==> src/rtl/sync_header_packet_deframer_macros.svh <==
// Assertion macros shared by the sync-header packet deframer RTL.
// Included by the modules that carry concurrent assertions; no other dependencies.
`ifndef SYNC_HEADER_PACKET_DEFRAMER_MACROS_SVH
`define SYNC_HEADER_PACKET_DEFRAMER_MACROS_SVH

// Same-cycle implication, disabled while reset is asserted.
`define SHPD_ASSERT_IMPLY(label, clk, rst_n, ante, cons) \
  label: assert property (@(posedge clk) disable iff (!rst_n) (ante) |-> (cons)) \
    else $error("shpd: same-cycle check failed");

// Next-cycle implication, disabled while reset is asserted.
`define SHPD_ASSERT_NEXT(label, clk, rst_n, ante, cons) \
  label: assert property (@(posedge clk) disable iff (!rst_n) (ante) |=> (cons)) \
    else $error("shpd: next-cycle check failed");

`endif

==> src/rtl/shpd_pkg.sv <==
// Package for the sync-header packet deframer: constants and the result type.
// Used by shpd_in_reg, shpd_core and the top level; depends on nothing.
package shpd_pkg;

  localparam int SyncRunLen = 3;
  localparam int HeaderLen  = 10;
  localparam int MaxPacket  = 2048;
  localparam int IdxW       = 11;
  localparam int InDataW    = 8;
  localparam int OutDataW   = 40;

  localparam logic [7:0] SyncByte = 8'h11;

  typedef struct packed {
    logic            aborted;
    logic [7:0]      payload_byte;
    logic [IdxW-1:0] payload_index;
    logic [7:0]      packet_tag;
    logic [7:0]      header_checksum;
    logic            last;
  } result_t;

endpackage

==> src/rtl/shpd_in_reg.sv <==
// Input register stage of the sync-header packet deframer.
// Holds one received byte until the core consumes it; uses shpd_pkg.
module shpd_in_reg (
  input  logic                            clk,
  input  logic                            rst_n,
  input  logic                            in_tvalid,
  output logic                            in_tready,
  input  logic [shpd_pkg::InDataW-1:0]    in_tdata,
  input  logic                            pop,
  output logic                            byte_valid,
  output logic [7:0]                      byte_data
);

  logic       valid_r;
  logic       valid_nxt;
  logic [7:0] data_r;

  // The stage refills in the same cycle that the core drains it.
  assign in_tready = !valid_r || pop;

  always_comb begin
    valid_nxt = valid_r;
    if (in_tvalid && in_tready) begin
      valid_nxt = 1'b1;
    end else if (pop) begin
      valid_nxt = 1'b0;
    end
  end

  always_ff @(posedge clk) begin
    if (!rst_n) begin
      valid_r <= 1'b0;
    end else begin
      valid_r <= valid_nxt;
    end
  end

  always_ff @(posedge clk) begin
    if (in_tvalid && in_tready) begin
      data_r <= in_tdata[7:0];
    end
  end

  assign byte_valid = valid_r;
  assign byte_data  = data_r;

endmodule

==> src/rtl/shpd_core.sv <==
// Deframing state and result register of the sync-header packet deframer.
// Uses shpd_pkg and the assertion macros header.
`include "sync_header_packet_deframer_macros.svh"

module shpd_core (
  input  logic              clk,
  input  logic              rst_n,
  input  logic              byte_valid,
  input  logic [7:0]        byte_data,
  output logic              pop,
  output logic              res_valid,
  input  logic              res_ready,
  output shpd_pkg::result_t res_data
);

  localparam logic [1:0]  RunLen   = 2'(shpd_pkg::SyncRunLen);
  localparam logic [3:0]  HdrLen   = 4'(shpd_pkg::HeaderLen);
  localparam logic [3:0]  TagPos   = HdrLen - 4'd2;
  localparam logic [3:0]  CsumPos  = HdrLen - 4'd1;
  localparam logic signed [31:0] MaxPkt = 32'(shpd_pkg::MaxPacket);
  localparam logic [31:0] LastOfs  = 32'(shpd_pkg::HeaderLen + 1);
  localparam logic [shpd_pkg::IdxW-1:0] IdxMax = '1;
  localparam logic [shpd_pkg::IdxW-1:0] IdxOne = shpd_pkg::IdxW'(1);

  logic [1:0]                   sync_run_r, sync_run_nxt;
  logic                         loading_r, loading_nxt;
  logic [3:0]                   header_count_r, header_count_nxt;
  logic signed [31:0]           length_limit_r, length_limit_nxt;
  logic [7:0]                   tag_r, tag_nxt;
  logic [7:0]                   csum_r, csum_nxt;
  logic [shpd_pkg::IdxW-1:0]    payload_count_r, payload_count_nxt;
  logic                         out_valid_r, out_valid_nxt;
  shpd_pkg::result_t            out_data_r, out_data_nxt;
  logic [7:0]                   hdr_store_r [8];
  logic signed [31:0]           size_r;

  logic [1:0]         run_inc;
  logic               start;
  logic               in_header;
  logic               has_result;
  logic               fire;
  logic               is_last;
  logic signed [31:0] size_word;
  logic signed [31:0] size_clamp;
  logic signed [31:0] len_word;

  assign run_inc    = (byte_data != shpd_pkg::SyncByte) ? 2'd0 :
                      (sync_run_r == 2'd3) ? 2'd3 : sync_run_r + 2'd1;
  assign start      = (run_inc == RunLen);
  assign in_header  = (header_count_r != HdrLen);
  assign has_result = loading_r && (start || !in_header);
  // Bytes that give no result never wait for the result register.
  assign fire       = byte_valid && (!has_result || !out_valid_r || res_ready);
  assign pop        = fire;

  assign size_word  = {hdr_store_r[3], hdr_store_r[2], hdr_store_r[1], hdr_store_r[0]};
  assign size_clamp = (size_word > MaxPkt) ? MaxPkt : size_word;
  assign len_word   = {hdr_store_r[7], hdr_store_r[6], hdr_store_r[5], hdr_store_r[4]};
  assign is_last    = ((32'(payload_count_r) + LastOfs) == length_limit_r);

  always_comb begin
    sync_run_nxt      = sync_run_r;
    loading_nxt       = loading_r;
    header_count_nxt  = header_count_r;
    length_limit_nxt  = length_limit_r;
    tag_nxt           = tag_r;
    csum_nxt          = csum_r;
    payload_count_nxt = payload_count_r;
    out_data_nxt      = out_data_r;
    out_valid_nxt     = out_valid_r && !res_ready;

    if (fire) begin
      if (start) begin
        sync_run_nxt     = 2'd0;
        loading_nxt      = 1'b1;
        header_count_nxt = 4'd0;
        if (loading_r) begin
          out_data_nxt         = '0;
          out_data_nxt.aborted = 1'b1;
          out_valid_nxt        = 1'b1;
        end
      end else begin
        sync_run_nxt = run_inc;
        if (loading_r && in_header) begin
          header_count_nxt = header_count_r + 4'd1;
          if (header_count_r == TagPos) begin
            tag_nxt = byte_data;
          end else if (header_count_r == CsumPos) begin
            csum_nxt          = byte_data;
            length_limit_nxt  = (len_word > size_r) ? size_r : len_word;
            payload_count_nxt = '0;
          end
        end else if (loading_r) begin
          out_data_nxt.aborted         = 1'b0;
          out_data_nxt.payload_byte    = byte_data;
          out_data_nxt.payload_index   = payload_count_r;
          out_data_nxt.packet_tag      = tag_r;
          out_data_nxt.header_checksum = csum_r;
          out_data_nxt.last            = is_last;
          out_valid_nxt                = 1'b1;
          if (is_last) begin
            loading_nxt       = 1'b0;
            payload_count_nxt = '0;
          end else if (payload_count_r != IdxMax) begin
            payload_count_nxt = payload_count_r + IdxOne;
          end
        end
      end
    end
  end

  always_ff @(posedge clk) begin
    if (!rst_n) begin
      sync_run_r      <= '0;
      loading_r       <= 1'b0;
      header_count_r  <= '0;
      length_limit_r  <= '0;
      tag_r           <= '0;
      csum_r          <= '0;
      payload_count_r <= '0;
      out_valid_r     <= 1'b0;
    end else begin
      sync_run_r      <= sync_run_nxt;
      loading_r       <= loading_nxt;
      header_count_r  <= header_count_nxt;
      length_limit_r  <= length_limit_nxt;
      tag_r           <= tag_nxt;
      csum_r          <= csum_nxt;
      payload_count_r <= payload_count_nxt;
      out_valid_r     <= out_valid_nxt;
    end
  end

  // Header bytes and the clamped size are always written before they are read.
  always_ff @(posedge clk) begin
    out_data_r <= out_data_nxt;
    if (fire && !start && loading_r && in_header) begin
      if (!header_count_r[3]) begin
        hdr_store_r[header_count_r[2:0]] <= byte_data;
      end
      if (header_count_r == TagPos) begin
        size_r <= size_clamp;
      end
    end
  end

  assign res_valid = out_valid_r;
  assign res_data  = out_data_r;

  `SHPD_ASSERT_IMPLY(a_hdr_count_range, clk, rst_n, 1'b1, header_count_r <= HdrLen)
  `SHPD_ASSERT_IMPLY(a_abort_zero_fields, clk, rst_n, out_valid_r && out_data_r.aborted,
    (out_data_r.payload_byte == 8'd0) && (out_data_r.payload_index == '0) && !out_data_r.last)
  `SHPD_ASSERT_NEXT(a_start_restarts, clk, rst_n, fire && start,
    loading_r && (header_count_r == 4'd0) && (sync_run_r == 2'd0))
  `SHPD_ASSERT_NEXT(a_last_ends_packet, clk, rst_n, fire && has_result && !start && is_last,
    !loading_r && (payload_count_r == '0))
  `SHPD_ASSERT_IMPLY(a_no_result_overwrite, clk, rst_n, fire && has_result,
    !out_valid_r || res_ready)

endmodule

==> src/rtl/sync_header_packet_deframer.sv <==
// Top level of the sync-header packet deframer: stream ports, input stage, core.
// Depends on shpd_pkg, shpd_in_reg and shpd_core.
//
//   channel | direction | tdata                     | tuser   | tlast
//   in_     | slave     | rx_byte                   | -       | -
//   out_    | master    | payload/index/tag/csum    | aborted | last
//
// One byte per clock is sustained unless a result waits on a stalled output;
// a transferred byte is loaded into the input register and then into the
// deframing state and the result register.
// Reset is synchronous and active low and clears all control state.
// A stalled output holds only bytes that produce a result; header bytes and sync
// bytes that do not complete a run inside a packet keep flowing while a result waits.
module sync_header_packet_deframer (
  input  logic                          clk,
  input  logic                          rst_n,
  input  logic                          in_tvalid,
  output logic                          in_tready,
  input  logic [shpd_pkg::InDataW-1:0]  in_tdata,   // [7:0] rx_byte
  output logic                          out_tvalid,
  input  logic                          out_tready,
  // [7:0] payload_byte, [18:8] payload_index, [26:19] packet_tag,
  // [34:27] header_checksum, [39:35] zero
  output logic [shpd_pkg::OutDataW-1:0] out_tdata,
  output logic                          out_tuser,  // [0] aborted
  output logic                          out_tlast
);

  logic              pop;
  logic              byte_valid;
  logic [7:0]        byte_data;
  shpd_pkg::result_t res;

  shpd_in_reg u_in_reg (
    .clk        (clk),
    .rst_n      (rst_n),
    .in_tvalid  (in_tvalid),
    .in_tready  (in_tready),
    .in_tdata   (in_tdata),
    .pop        (pop),
    .byte_valid (byte_valid),
    .byte_data  (byte_data)
  );

  shpd_core u_core (
    .clk        (clk),
    .rst_n      (rst_n),
    .byte_valid (byte_valid),
    .byte_data  (byte_data),
    .pop        (pop),
    .res_valid  (out_tvalid),
    .res_ready  (out_tready),
    .res_data   (res)
  );

  assign out_tdata = {5'd0, res.header_checksum, res.packet_tag, res.payload_index,
                      res.payload_byte};
  assign out_tuser = res.aborted;
  assign out_tlast = res.last;

endmodule

==> config.mk <==
export PLATFORM = sky130hd
export DESIGN_NAME = sync_header_packet_deframer
export DESIGN_NICKNAME = d
export VERILOG_FILES = /design/src/rtl/shpd_pkg.sv /design/src/rtl/shpd_in_reg.sv /design/src/rtl/shpd_core.sv /design/src/rtl/sync_header_packet_deframer.sv
export VERILOG_INCLUDE_DIRS = /design/src /design/src/rtl
export SDC_FILE = /design/constraint.sdc
export NUM_CORES = 1
export LEC_CHECK = 0
export ABC_AREA = 1
export BUFFER_PORTS_ARGS = -buffer_cell sky130_fd_sc_hd__buf_2
export CORE_ASPECT_RATIO = 1.5
export CORE_MARGIN = 3
export CORE_UTILIZATION = 34
export DETAILED_ROUTE_END_ITERATION = 8
export PLACE_DENSITY = 0.59
export SLEW_MARGIN = 20
export SYNTH_ARGS = -nofsm -noshare
export SYNTH_HDL_FRONTEND = slang
export SYNTH_HIERARCHICAL = 1
export SYNTH_SLANG_ARGS = --single-unit
export TNS_END_PERCENT = 100
==> constraint.sdc <==
create_clock -name clk -period 2.4 [get_ports clk]
set_input_delay 0.48 -clock clk [delete_from_list [all_inputs] [get_ports clk]]
set_output_delay 0.48 -clock clk [all_outputs]
set_load 0.03 [all_outputs]
== Word level (Yosys, flattened, before mapping) ==
Memories as Yosys holds them, arrays and structs flattened.
Index checks and enable logic that the tools add are counted.
Storage, ports and cells
  memories kept: 1
  register bits: 145
  output and inout port bits: 44
  input bits: 12
  bits in writable memories: 64
  logic and storage cells: 95
Cells by class
  muxes and demuxes: 29
  order comparisons: 2
  bitwise logic cells: 2
  reductions and logical operators: 29
  $add $sub $neg: 4
  equal/unequal tests: 11
Memories
  u_core.hdr_store_r: depth 8, bits a word 8, rd ports 8, clocked after Yosys merged registers in 0, wr ports 1, line shpd_core.sv:34  | logic [7:0] hdr_store_r [8];
Operators with widths (number)
  37-bit 2-to-1 mux: 4
  11-bit 2-to-1 mux: 6
  32-bit equality test: 1
  32-bit by 13-bit > comparator with 1-bit output (second input constant): 1
  32-bit > comparator: 1
  32-bit 2-to-1 mux: 1
  1-bit 2-to-1 mux: 13
  11-bit by 4-bit adder with 12-bit output (second input constant): 1
  11-bit by 1-bit adder with 11-bit output (second input constant): 1
  11-bit != test (second input constant): 1
  4-bit equality test (second input constant): 2
  1-bit logical AND: 8
  4-bit 2-to-1 mux: 2
  8-bit by 5-bit != test with 1-bit output (second input constant): 1
  1-bit logical NOT: 6
  2-bit 2-to-1 mux: 3
  2-bit AND reduction: 3
  6-bit AND reduction: 1
  2-bit nonzero test: 3
  5-bit AND reduction: 1
  4-bit by 1-bit adder with 4-bit output (second input constant): 1
  2-bit equality test (second input constant): 2
  1-bit logical OR: 4
  2-bit != test (second input constant): 2
  other kinds (7): 8

== Depth between registers and ports, before layout ==
  word-level depth: 15
  depth in mapped cells: 19
  gate-level depth less buffers: 18

== Modules after synthesis ==
Netlist, hierarchy kept.
By module, submodules not included
  shpd_core: sequential area each 5335.1 um2, area an instance 9571.7 um2, instances 1, cells an instance 1072
  shpd_in_reg: sequential area each 260.2 um2, area an instance 291.5 um2, instances 1, cells an instance 15
  sync_header_packet_deframer: sequential area each 0.0 um2, area an instance 41.3 um2, instances 1, cells an instance 6

== Least setup slack after synthesis ==
Ideal clock, no wire load.
  path kind: register -> register
  from: reg u_in_reg.data_r[7] (netlist: u_in_reg/byte_data[7])
  to: reg u_core.out_data_r (netlist bit u_core/res_data[0]), enable pin
  library setup time: 0.392 ns
  required time: 2.008 ns
  period minus slack after synthesis: 2.543 ns
  path slack: -0.143 ns
  stages on the path, launching flop included: 8
  buffers on the path: 0
  arrival: 2.151 ns
  cells stage by stage: edfxtp_1 -> nor4_1 -> nand3_1 -> nand2_1 -> inv_2 -> nor2_1 -> nand2_1 -> inv_1
On the way
  longest elaborated chain between the ends: 10
  elaborated cells on any way between the ends: 11
  those cells by class: 3 x eq/ne; 1 x mux; 7 x reduce/logical
RTL lines
  start: declaration: line shpd_in_reg.sv:16  | logic [7:0] data_r;
  start signal: assignment: line shpd_in_reg.sv:40  | data_r <= in_tdata[7:0];
  8-bit by 5-bit != test with 1-bit output (*): line shpd_core.sv:47  | assign run_inc = (byte_data != shpd_pkg::SyncByte) ? 2'd0 :
  2-bit 2-to-1 mux (*): line shpd_core.sv:47
  2-bit equality test (*): line shpd_core.sv:49  | assign start = (run_inc == RunLen);
  1-bit logical OR: line shpd_core.sv:51  | assign has_result = loading_r && (start || !in_header);
  1-bit logical AND: line shpd_core.sv:51
  1-bit logical NOT: line shpd_core.sv:53  | assign fire = byte_valid && (!has_result || !out_valid_r || res_ready);
  1-bit logical OR (2 in a row): line shpd_core.sv:53
  1-bit logical AND: line shpd_core.sv:53
  3-bit AND reduction (no line) (*)
  end signal: assignment: line shpd_core.sv:136  | out_data_r <= out_data_nxt;
  end: declaration: line shpd_core.sv:33  | shpd_pkg::result_t out_data_r, out_data_nxt;
Mark *: on every way between the ends. The rest lies on a longest branch, timed or not.
A chain may end at the register's enable or synchronous reset.

== Worst setup path after layout ==
  from: reg u_in_reg.data_r[3] (netlist: u_in_reg/byte_data[3])
  to: out in_tready
On the way
  longest elaborated chain between the ends: 10
RTL lines
  8-bit by 5-bit != test with 1-bit output: line shpd_core.sv:47
  2-bit 2-to-1 mux: line shpd_core.sv:47
  2-bit equality test: line shpd_core.sv:49
  1-bit logical OR: line shpd_core.sv:51
  1-bit logical AND: line shpd_core.sv:51
  1-bit logical NOT: line shpd_core.sv:53
  1-bit logical OR (2 in a row): line shpd_core.sv:53
  1-bit logical AND: line shpd_core.sv:53
  named net pop: line sync_header_packet_deframer.sv:29  | logic pop;
  1-bit logical OR: line shpd_in_reg.sv:19  | assign in_tready = !valid_r || pop;
  end: declaration: line sync_header_packet_deframer.sv:18  | output logic in_tready,
The timed path passes the listed nets, and every way through them passes these cells.

==> impl_metrics.xml <==
<?xml version="1.0" encoding="UTF-8"?>
<metrics>
  <group name="routing">
    <metric name="wl_per_cell" unit="µm">14.5</metric>
    <metric name="drc_errors" unit="">0</metric>
    <metric name="initial_drt_pass_iterations" unit="">5</metric>
    <metric name="vias" unit="">7275</metric>
    <metric name="initialDrtViolationCount" unit="">516</metric>
    <metric name="route.antenna.remaining_nets" unit="">0</metric>
    <metric name="vias_per_cell" unit="">4.62</metric>
    <metric name="detail_route.wirelength" unit="mm">22.8</metric>
  </group>
  <group name="cells_and_area">
    <metric name="multi_input_comb_area" unit="µm²">3520</metric>
    <metric name="nNetsFinal" unit="">1223</metric>
    <metric name="final_layout_size_suffix_gt1_share" unit="%">16.2</metric>
    <metric name="final_area" unit="µm²">11700</metric>
    <metric name="area_delta_synth_final" unit="%">18.5</metric>
    <metric name="diodes" unit="">0</metric>
    <metric name="stdcell_count" unit="">1573</metric>
    <metric name="num-fill-cells" unit="">2828</metric>
    <metric name="area.sequential" unit="µm²">5600</metric>
  </group>
  <group name="cts">
    <metric name="clock_insertion_delay_worst_skew" unit="ns">0.51</metric>
    <metric name="cts-htree-levels" unit="">1</metric>
    <metric name="cts_root_buffer" unit="">sky130_fd_sc_hd__clkbuf_16</metric>
    <metric name="tritoncts_clock_tree" unit="">yes</metric>
    <metric name="maximum_buffer_depth_of_the_clock_tree" unit="">3</metric>
    <metric name="clock-sinks" unit="">209</metric>
    <metric name="clk_pin_slew" unit="ns">0.06</metric>
    <metric name="cts_buffers" unit="">21</metric>
  </group>
  <group name="synth">
    <metric name="synth.mux.area_fraction" unit="%">0</metric>
    <metric name="synth_compound_area_share" unit="%">5.84</metric>
    <metric name="synth_top_cells_by_area" unit="">sky130_fd_sc_hd__edfxtp_1, sky130_fd_sc_hd__dfxtp_1, sky130_fd_sc_hd__nand2_1</metric>
    <metric name="synth_largest_area_cell" unit="">sky130_fd_sc_hd__edfxtp_1</metric>
    <metric name="synth_adder_area_share" unit="%">4.80</metric>
    <metric name="netlist_area" unit="µm²">9900</metric>
    <metric name="synthMostInstantiatedCell" unit="">sky130_fd_sc_hd__nand2_1</metric>
    <metric name="synth-warning-count" unit="">6</metric>
    <metric name="synth_top_family_by_area" unit="">simple AND/OR/NAND/NOR gates</metric>
    <metric name="synthesis.instances" unit="">1093</metric>
    <metric name="postSynthRegisterBits" unit="">209</metric>
    <metric name="yosys.cell_types.count" unit="">42</metric>
    <metric name="yosysSeqAreaShare" unit="%">56.5</metric>
    <metric name="simple_gate_share_of_the_synthesized_area" unit="%">21.5</metric>
    <metric name="synth.top_cells.by_count" unit="">sky130_fd_sc_hd__nand2_1, sky130_fd_sc_hd__inv_1, sky130_fd_sc_hd__edfxtp_1</metric>
    <metric name="asyncSetResetFlopFracSynth" unit="%">0</metric>
    <metric name="post_synth_xor_area_fraction" unit="%">1.49</metric>
    <metric name="share_of_the_synthesized_area_in_the_top_cell_type" unit="%">42.7</metric>
    <metric name="yosys_most_used_dff" unit="">sky130_fd_sc_hd__edfxtp_1</metric>
    <metric name="number_of_flops_mapped_to_enable_cells_by_yosys" unit="">141</metric>
    <metric name="syn_avg_cell_area" unit="µm²">9.06</metric>
  </group>
  <group name="grt">
    <metric name="grt_use_total" unit="%">13.9</metric>
    <metric name="grt_remaining_overflow" unit="">0</metric>
    <metric name="antenna_found_initial" unit="">0</metric>
    <metric name="grt_first_pass_wirelength" unit="mm">35.4</metric>
    <metric name="number_of_global_route_vias_before_repair" unit="">7055</metric>
    <metric name="grt_max_degree" unit="">63</metric>
  </group>
  <group name="worst_setup_path">
    <metric name="data_required_time_at_the_worst_endpoint" unit="ns">1.92</metric>
    <metric name="cpPeakStageDelay" unit="ns">0.43</metric>
    <metric name="crit_arrival" unit="ns">1.98</metric>
    <metric name="critical_path_start_type" unit="">flip-flop</metric>
    <metric name="critPathCaptureType" unit="">output pin</metric>
    <metric name="type_of_the_worst_setup_path" unit="">flip-flop to output pin</metric>
    <metric name="cp_max_fo" unit="">2</metric>
    <metric name="crit_path_cell_trace" unit="">nor4_4 -&gt; nand3_2 -&gt; nand2_2 -&gt; nand3_2 -&gt; nand2_2 -&gt; inv_2 -&gt; inv_2 -&gt; nand2_4 -&gt; buf_6</metric>
    <metric name="slowest_stage" unit="">sky130_fd_sc_hd__edfxtp_1</metric>
  </group>
  <group name="sta">
    <metric name="period_share" unit="%">102</metric>
    <metric name="clock_skew" unit="ns">0.0189</metric>
    <metric name="finalHoldViolCount" unit="">0</metric>
    <metric name="finalSetupViolations" unit="">1</metric>
    <metric name="rsz0062_at_grt" unit="">true</metric>
    <metric name="finalSetupTns" unit="ns">-0.0558</metric>
    <metric name="max_clock_freq" unit="MHz">407</metric>
    <metric name="layout_setup_ws" unit="ns">-0.0558</metric>
    <metric name="final_period_minus_worst_setup_slack" unit="ns">2.46</metric>
    <metric name="worst_pin_slew" unit="ns">0.908</metric>
    <metric name="relSlewSlack" unit="%">39.5</metric>
    <metric name="final-max-slew-violation-count" unit="">0</metric>
  </group>
  <group name="outcome">
    <metric name="status" unit="">complete, but fails checks</metric>
    <metric name="failed_checks" unit="">negative setup slack</metric>
  </group>
  <group name="die">
    <metric name="die_area" unit="µm²">31300</metric>
    <metric name="fp.coreArea" unit="µm²">28300</metric>
    <metric name="initial_core_util" unit="%">34.9</metric>
    <metric name="die_height" unit="µm">215</metric>
    <metric name="floorplan.io_pins" unit="">56</metric>
    <metric name="fp-row-count" unit="">75</metric>
    <metric name="die_width" unit="µm">145</metric>
  </group>
  <group name="power_and_ir_drop">
    <metric name="p_total" unit="W">0.00710</metric>
    <metric name="irDropWorstVdd" unit="µV">498</metric>
    <metric name="p_per_area" unit="nW/µm²">605</metric>
    <metric name="p_leak" unit="nW">5.25</metric>
  </group>
  <group name="placed_design">
    <metric name="place.port_buffers" unit="">50</metric>
    <metric name="gp_routability_congestion" unit="">0.863</metric>
    <metric name="placement.cell_area" unit="µm²">10700</metric>
    <metric name="dp_cells" unit="">1517</metric>
    <metric name="post-dp-hpwl" unit="mm">15.8</metric>
  </group>
  <group name="run">
    <metric name="drv_cap" unit="">0</metric>
  </group>
  <group name="worst_hold_path">
    <metric name="timing.hold.worst.class" unit="">input pin to flip-flop</metric>
  </group>
</metrics>
[layout by cell type (no fill, tap or decap), types with 8 or more instances in the layout]
master,n
sky130_fd_sc_hd__nand2_1,231
sky130_fd_sc_hd__inv_1,182
sky130_fd_sc_hd__edfxtp_1,141
sky130_fd_sc_hd__nor2_1,96
sky130_fd_sc_hd__dfxtp_1,67
sky130_fd_sc_hd__nand3_1,66
sky130_fd_sc_hd__a21oi_1,54
sky130_fd_sc_hd__buf_2,51
sky130_fd_sc_hd__nand4_1,45
sky130_fd_sc_hd__buf_4,44
sky130_fd_sc_hd__ha_1,36
sky130_fd_sc_hd__clkbuf_16,23
sky130_fd_sc_hd__o21a_1,23
sky130_fd_sc_hd__o21ai_0,15
sky130_fd_sc_hd__nor2_2,10
sky130_fd_sc_hd__xor2_1,9
sky130_fd_sc_hd__nand2_2,8
[logic make-up (layout without fill, tap and decap cells)]
kind of cell | count (synthesis) | count (layout)
compound gates | 100 | 100
xor+xnor | 16 | 16
fa+ha+maj | 38 | 38
buf+inv | 245 | 334
flops | 209 | 209
other cells | 1 | 5
simple gates | 484 | 486
[worst paths after layout]
kind / to / cells after the start / slack [ns] / startpoint
max: in_tready / 9 / -0.06 / u_in_reg/byte_data[3]
min: u_in_reg/byte_data[4] / 1 / 0.14 / in_tdata[4]
max reg2reg: u_core/length_limit_r[24] / 14 / 0.11 / u_core/hdr_store_r[7][5]
min reg2reg: u_core/tag_r[2] / 2 / 0.47 / u_core/tag_r[2]
[where the power goes]
| part | leakage, nW | switching [W] | total, W | internal (W) |
|---|---|---|---|---|
| Sequential | 1.83 | 0.0000120 | 0.00385 | 0.00383 |
| Clock | 0.322 | 0.00135 | 0.00310 | 0.00175 |
| Combinational | 3.10 | 0.000105 | 0.000148 | 0.0000428 |
[registers in the layout (all words and copies together), names as in the netlist]
register / cells
u_core/hdr_store_r: 64
u_core/res_data: 37
u_core/length_limit_r: 32
u_core/size_r: 32
u_core/payload_count_r: 11
u_core/csum_r: 8
u_core/tag_r: 8
u_in_reg/byte_data: 8
u_core/header_count_r: 4
u_core/sync_run_r: 2
u_core/loading_r: 1
u_core/res_valid: 1
u_in_reg/byte_valid: 1
[layout make-up]
| type | count | area share [%] |
|---|---|---|
| Clock buffer | 23 | 4.63 |
| Sequential cell | 209 | 47.7 |
| Clock inverter | 15 | 0.938 |
| Tap cell | 385 | 4.10 |
| Timing Repair Buffer | 105 | 6.48 |
| Inverter | 191 | 6.16 |
| Multi-Input combinational cell | 645 | 30.0 |
[per-layer routing]
| metal | global-route usage [%] | up-vias | wire length (µm) |
|---|---|---|---|
| met5 | 0 | - | 0 |
| met3 | 1.71 | 62 | 716 |
| li1 | - | 3700 | - |
| met1 | 15.4 | 3363 | 8860 |
| met4 | 5.99 | 0 | 903 |
| met2 | 26.5 | 150 | 12300 |
[worst max-delay path, delay by kind of cell (launching register included)]
family                 cells  cell delay (ns)
AND/OR/NAND/NOR            6             0.77
buffers and inverters      3             0.25
flip-flops                 1             0.43
[through the flow]
step	hold slack, ns	worst slack [ns]	util (%)
6_report	0.141	-0.0558	41.4
4_1_cts	0.113	-0.157	40.4
5_1_grt	0.123	-0.207	41.4
3_5_place_dp	0.460	0.0835	37.9
2_1_floorplan	0.445	0.00102	-
3_3_place_gp	0.452	0.151	37.9
[what timing repair did]
item,CTS,global route
cloned,0,6
hold buffers,0,0
setup buffers,5,7
endpoints found under the setup margin,1,92
resized for setup,7,32
endpoints found under the hold margin,0,0
pin swaps,3,13
Note: power is estimated with default switching activity, not from simulation.
